==> src/hdl/bbc_ram.sv <==
// Generic single-port RAM with a registered read.
`default_nettype none
module bbc_ram #(
  parameter int Width = 8,
  parameter int Depth = 64
) (
  input  wire logic                     clk,
  input  wire logic                     we,
  input  wire logic [$clog2(Depth)-1:0] addr,
  input  wire logic [Width-1:0]         wdata,
  output      logic [Width-1:0]         rdata
);
  logic [Width-1:0] mem [Depth];

  always_ff @(posedge clk) begin
    if (we) mem[addr] <= wdata;
    rdata <= mem[addr];
  end
endmodule
`default_nettype wire

==> config.mk <==
export PLATFORM = sky130hd
export DESIGN_NAME = bbc_ram
export DESIGN_NICKNAME = d
export VERILOG_FILES = /design/src/hdl/bbc_ram.sv
export SDC_FILE = /design/constraint.sdc
export NUM_CORES = 1
export LEC_CHECK = 0
export ABC_CLOCK_PERIOD_IN_PS = 2140
export BUFFER_PORTS_ARGS = -buffer_cell sky130_fd_sc_hd__buf_2
export CORE_MARGIN = 1
export CORE_UTILIZATION = 50
export CTS_BUF_LIST = sky130_fd_sc_hd__clkbuf_2 sky130_fd_sc_hd__clkbuf_4 sky130_fd_sc_hd__clkbuf_8
export CTS_CLUSTER_DIAMETER = 100
export DETAILED_ROUTE_END_ITERATION = 6
export PLACE_DENSITY = 0.8
export SYNTH_ARGS = -nofsm -noshare
export SYNTH_HDL_FRONTEND = slang
export SYNTH_SLANG_ARGS = --single-unit
export TNS_END_PERCENT = 30
==> constraint.sdc <==
create_clock -name clk -period 2.14 [get_ports clk]
set_input_delay 0.107 -clock clk [delete_from_list [all_inputs] [get_ports clk]]
set_output_delay 0.107 -clock clk [all_outputs]
set_load 0.05 [all_outputs]
== Word-level counts from Yosys, hierarchy flattened ==
Memory sizes are Yosys's and may differ from the RTL's. A register that Yosys moved wholly into a read port is not among the register bits.
Index checks and enable logic that the tools add are counted.

* Output and inout bits: 8
* Memories kept: 1
* Word-level logic and storage cells: 3
* Memory bits (writable): 512
* Input bits: 16
* Bits in registers: 0

* Muxes and demuxes: 2

{| class="wikitable"
|+ Memories
! memory !! depth !! width !! read ports !! clocked after Yosys merged registers in !! wr ports !! line !! source
|-
| mem || 64 || 8 || 1 || 1 || 1 || 13 || <nowiki>logic [Width-1:0] mem [Depth];</nowiki>
|}

{| class="wikitable"
|+ Operators by type and width
! kind !! count
|-
| 1-bit two-way mux || 2
|}

== Logic depth before layout (Yosys ltp) ==
* Word-level depth: 2
* Mapped depth: 10
* Gate-level depth less buffers: 5

== Worst setup path before layout ==
No wires, ideal clock.

* Path kind: input-to-reg
* From: input addr[1]
* To: memory mem[13][0] (enable)
* Buffers on the path: 4
* Data required time: 1770 ps
* Arrival time: 1835 ps
* Path slack: -66 ps
* Cell stages on the path: 7
* Cell sequence: buf_6 > buf_6 > nor2b_1 > clkbuf_1 > clkbuf_1 > nand3_1 > nor2_1

{| class="wikitable"
|+ RTL lines
! item !! line !! source
|-
| start, declared || 9 || <nowiki>input wire logic [$clog2(Depth)-1:0] addr,</nowiki>
|-
| end, declared || 13 ||
|}

No word-level cell before the write port.

==> load_flow_metrics.sql <==
INSERT INTO impl_metrics (metric_group, metric, value, unit) VALUES
('clock_tree', 'cts_tree', 'done', ''),
('global_routing', 'grt.total_usage', '25.4', '%'),
('floorplan', 'ioPinCount', '24', ''),
('sta', 'timing.final.setup_violations', '0', ''),
('clock_tree', 'clock_sinks', '520', ''),
('sta', 'unrepaired_setup_endpoints_after_global_routing', 'false', ''),
('floorplan', 'die_height', '204', 'um'),
('worst_setup_path', 'cp.depth', '6', ''),
('sta', 'fmaxAchievable', '489', 'MHz'),
('routing', 'ant_nets', '0', ''),
('sta', 'worst_pin_slew', '813', 'ps'),
('global_routing', 'antenna_found_initial', '2', ''),
('sta', 'layout_worst_path_cycle_share', '95.5', '%'),
('synth', 'syn-cell-area', '0.0204', 'mm2'),
('worst_setup_path', 'worstSetupStartpointType', 'flop', ''),
('sta', 'relative_slew_slack', '45.8', '%'),
('global_routing', 'overflow', '0', ''),
('cells_and_area', 'drive_gt1_share', '28.7', '%'),
('synth', 'post_synth_fa_ha_maj_area_fraction', '0', '%'),
('routing', 'detail_route.wirelength', '51700', 'um'),
('cells_and_area', 'fill_cells', '2792', ''),
('synth', 'ys_dominant_reg_cell', 'edfxtp_1', ''),
('hold_path', 'min_delay_path_depth', '1', ''),
('synth', 'ys_ff_latch', '520', ''),
('worst_setup_path', 'critical_path_data_required_time', '2640', 'ps'),
('synth', 'post_synth_and_or_nand_nor_area_fraction', '5.71', '%'),
('hold_path', 'type_of_the_worst_min_delay_path', 'input pin to flop', ''),
('synth', 'yosys.area_share.xor_xnor', '0', '%'),
('place', 'place.gp.congestion', '0.930', ''),
('run_status', 'status', 'complete, no violations', ''),
('routing', 'post_drt_wl_per_cell', '25.8', 'um'),
('clock_tree', 'clkLatencyLatePin', '620', 'ps'),
('worst_setup_path', 'worstPathCellList', 'mux4_2 > mux2i_2 > o22a_1 > o311ai_2 > buf_4 > or4_1', ''),
('global_routing', 'grt_pass1_wl', '76700', 'um'),
('floorplan', 'placeableCoreArea', '0.0400', 'mm2'),
('pwr', 'vdd.ir_drop.worst', '389', 'uV'),
('clock_tree', 'cts_inserted_buffers', '80', ''),
('clock_tree', 'clockBufferDepth', '3', ''),
('routing', 'number_of_drc_markers_after_the_initial_detailed_route_iteration', '1727', ''),
('routing', 'drt_drc_violations_left', '0', ''),
('synth', 'synth_enable_flop_cells', '512', ''),
('sta', 'finalWorstPathRequiredPeriod', '2040', 'ps'),
('worst_setup_path', 'crit_buf_inv', '1', ''),
('worst_setup_path', 'cpMaxStageDelayCell', 'mux4_2', ''),
('worst_setup_path', 'cp_data_arrival_time', '2550', 'ps'),
('floorplan', 'die_area', '0.0417', 'mm2'),
('clock_tree', 'root_driver', 'clkbuf_8', ''),
('floorplan', 'num_rows', '73', ''),
('synth', 'yosysSeqAreaShare', '76.0', '%'),
('sta', 'timing.hold.ws', '71.3', 'ps'),
('synth', 'synth_top_family_by_area', 'multiplexers', ''),
('synth', 'synth.mux.area_fraction', '8.26', '%'),
('cells_and_area', 'layout.nets', '1439', ''),
('clock_tree', 'cts_max_level', '3', ''),
('clock_tree', 'number_of_setup_buffers_added_after_cts', '0', ''),
('sta', 'postLayoutSetupSlackWorst', '95.5', 'ps'),
('sta', 'setup_skew', '32.3', 'ps'),
('worst_setup_path', 'timing.critical_path.fanout_max', '1', ''),
('routing', 'via_count', '12200', ''),
('pwr', 'cellLeakagePower', '8.28', 'nW'),
('synth', 'synthesis.instances', '1171', ''),
('worst_setup_path', 'r2r_slack', '100', 'ps'),
('routing', 'drt-vias-per-instance', '6.09', ''),
('synth', 'synth_warnings', '0', ''),
('place', 'preCtsSetupSlack', '-272', 'ps'),
('worst_setup_path', 'max_stage_delay', '470', 'ps'),
('floorplan', 'floorplan.die.width', '204', 'um'),
('synth', 'compound_gate_fraction_of_synth_area', '8.08', '%'),
('pwr', 'power.density', '846', 'mW/mm2'),
('run', 'cap_violations', '0', ''),
('worst_setup_path', 'cp_top_family', 'multiplexers', '');
-- cells in the mapped netlist, types with 6 or more instances --
| cell | n | area, um2 |
|---|---|---|
| a32oi_1 | 7 | 61.3 |
| a221o_1 | 11 | 110 |
| a22o_1 | 10 | 87.6 |
| a211oi_1 | 6 | 45.0 |
| and4_1 | 6 | 52.6 |
| nor2b_1 | 8 | 50.1 |
| a221oi_1 | 21 | 184 |
| edfxtp_1 | 512 | 15400 |
| a22oi_1 | 40 | 300 |
| o221ai_1 | 9 | 78.8 |
| a21oi_1 | 28 | 140 |
| buf_1 | 6 | 22.5 |
| a31oi_1 | 15 | 93.8 |
| o21ai_0 | 9 | 45.0 |
| nand3_1 | 8 | 40.0 |
| and2_1 | 9 | 56.3 |
| buf_2 | 30 | 150 |
| mux4_2 | 41 | 923 |
| and3_1 | 9 | 56.3 |
| o22ai_1 | 22 | 138 |
| mux2_1 | 7 | 78.8 |
| nand3b_1 | 12 | 90.1 |
| mux2i_1 | 63 | 631 |
| nor2_1 | 82 | 308 |
| o2bb2ai_1 | 7 | 61.3 |
| nand2b_1 | 24 | 150 |
| o22a_1 | 11 | 96.3 |
| nand2_1 | 45 | 169 |
| dfxtp_1 | 8 | 160 |
| clkbuf_1 | 36 | 135 |
-- registers in the layout, summed over array words and instances (netlist names) --
| register | cells |
|---|---|
| rdata | 8 |
| mem | 512 |
-- worst paths after layout --
path,startpoint,endpoint
max,mem[50][1],rdata[1]
min,wdata[1],mem[50][1]
max reg2reg,mem[50][1],rdata[1]
min reg2reg,mem[33][4],rdata[4]
-- report_power, final --
group          switching [mW]  internal (mW)  total, mW
sequential             0.0359           11.3       11.3
combinational           0.888          0.528       1.42
clock                    3.68           4.08       7.76
total                    4.61           15.9       20.5
-- through the flow --
stage | power (mW) | cell area [um2] | std cells | TNS (ps)
global route | 21.1 | 24200 | 2004 | 0
finish | 20.5 | 24200 | 2004 | 0
CTS | 20.5 | 24200 | 2003 | 0
floorplan | 12.2 | 20400 | 1171 | -5230
global placement | 12.9 | 22700 | 1865 | -644
detailed placement | 12.9 | 22700 | 1865 | -1050
-- final cells by class --
class	instances	area (um2)	area share, %
Multi-Input combinational cell	567	4530	18.7
Clock inverter	38	214	0.883
Antenna cell	1	2.50	0.0103
Timing Repair Buffer	251	2030	8.37
Clock buffer	99	1260	5.18
Inverter	3	11.3	0.0465
Sequential cell	520	15500	64.1
Tap cell	525	657	2.71
-- cell usage in the layout (no fill, tap or decap), types with 8 or more instances in the layout --
cell type,count
nor2b_1,8
clkbuf_8,82
a22o_1,10
buf_4,214
o221ai_1,9
nand2_1,45
mux4_2,41
and2_1,9
buf_12,15
mux2i_1,61
a21oi_1,28
nand3_1,8
o21ai_0,9
nand2b_1,24
clkinv_1,23
a221o_1,11
edfxtp_1,512
a221oi_1,21
a31oi_1,15
nand3b_1,12
nor2_1,81
and3_1,9
clkbuf_4,17
clkinv_2,12
a22oi_1,40
o22ai_1,22
buf_2,20
dfxtp_1,8
o22a_1,11
-- per-layer routing --
layer  wire length [um]  vias up  global-route usage, %
met5                125        -                   2.02
met4               2130        4                   11.6
met3               6150      146                   6.23
met2              24300      829                   39.8
met1              19000     5974                   33.6
li1                   -     5260                      -
-- repair_timing --
item,CTS,global route
hold buffers,1,0
hold endpoints to repair,43,0
gates resized for setup,0,5
endpoints found under the setup margin,0,3
-- logic make-up (layout without fill, tap and decap cells) --
group	after synthesis	in the layout
DFF	520	520
and+or+nand+nor	229	229
AOI/OAI and AO/OA	222	222
other	0	1
buffers and inverters	84	391
muxes	116	116
No activity file was read; power rests on OpenSTA's default activity.
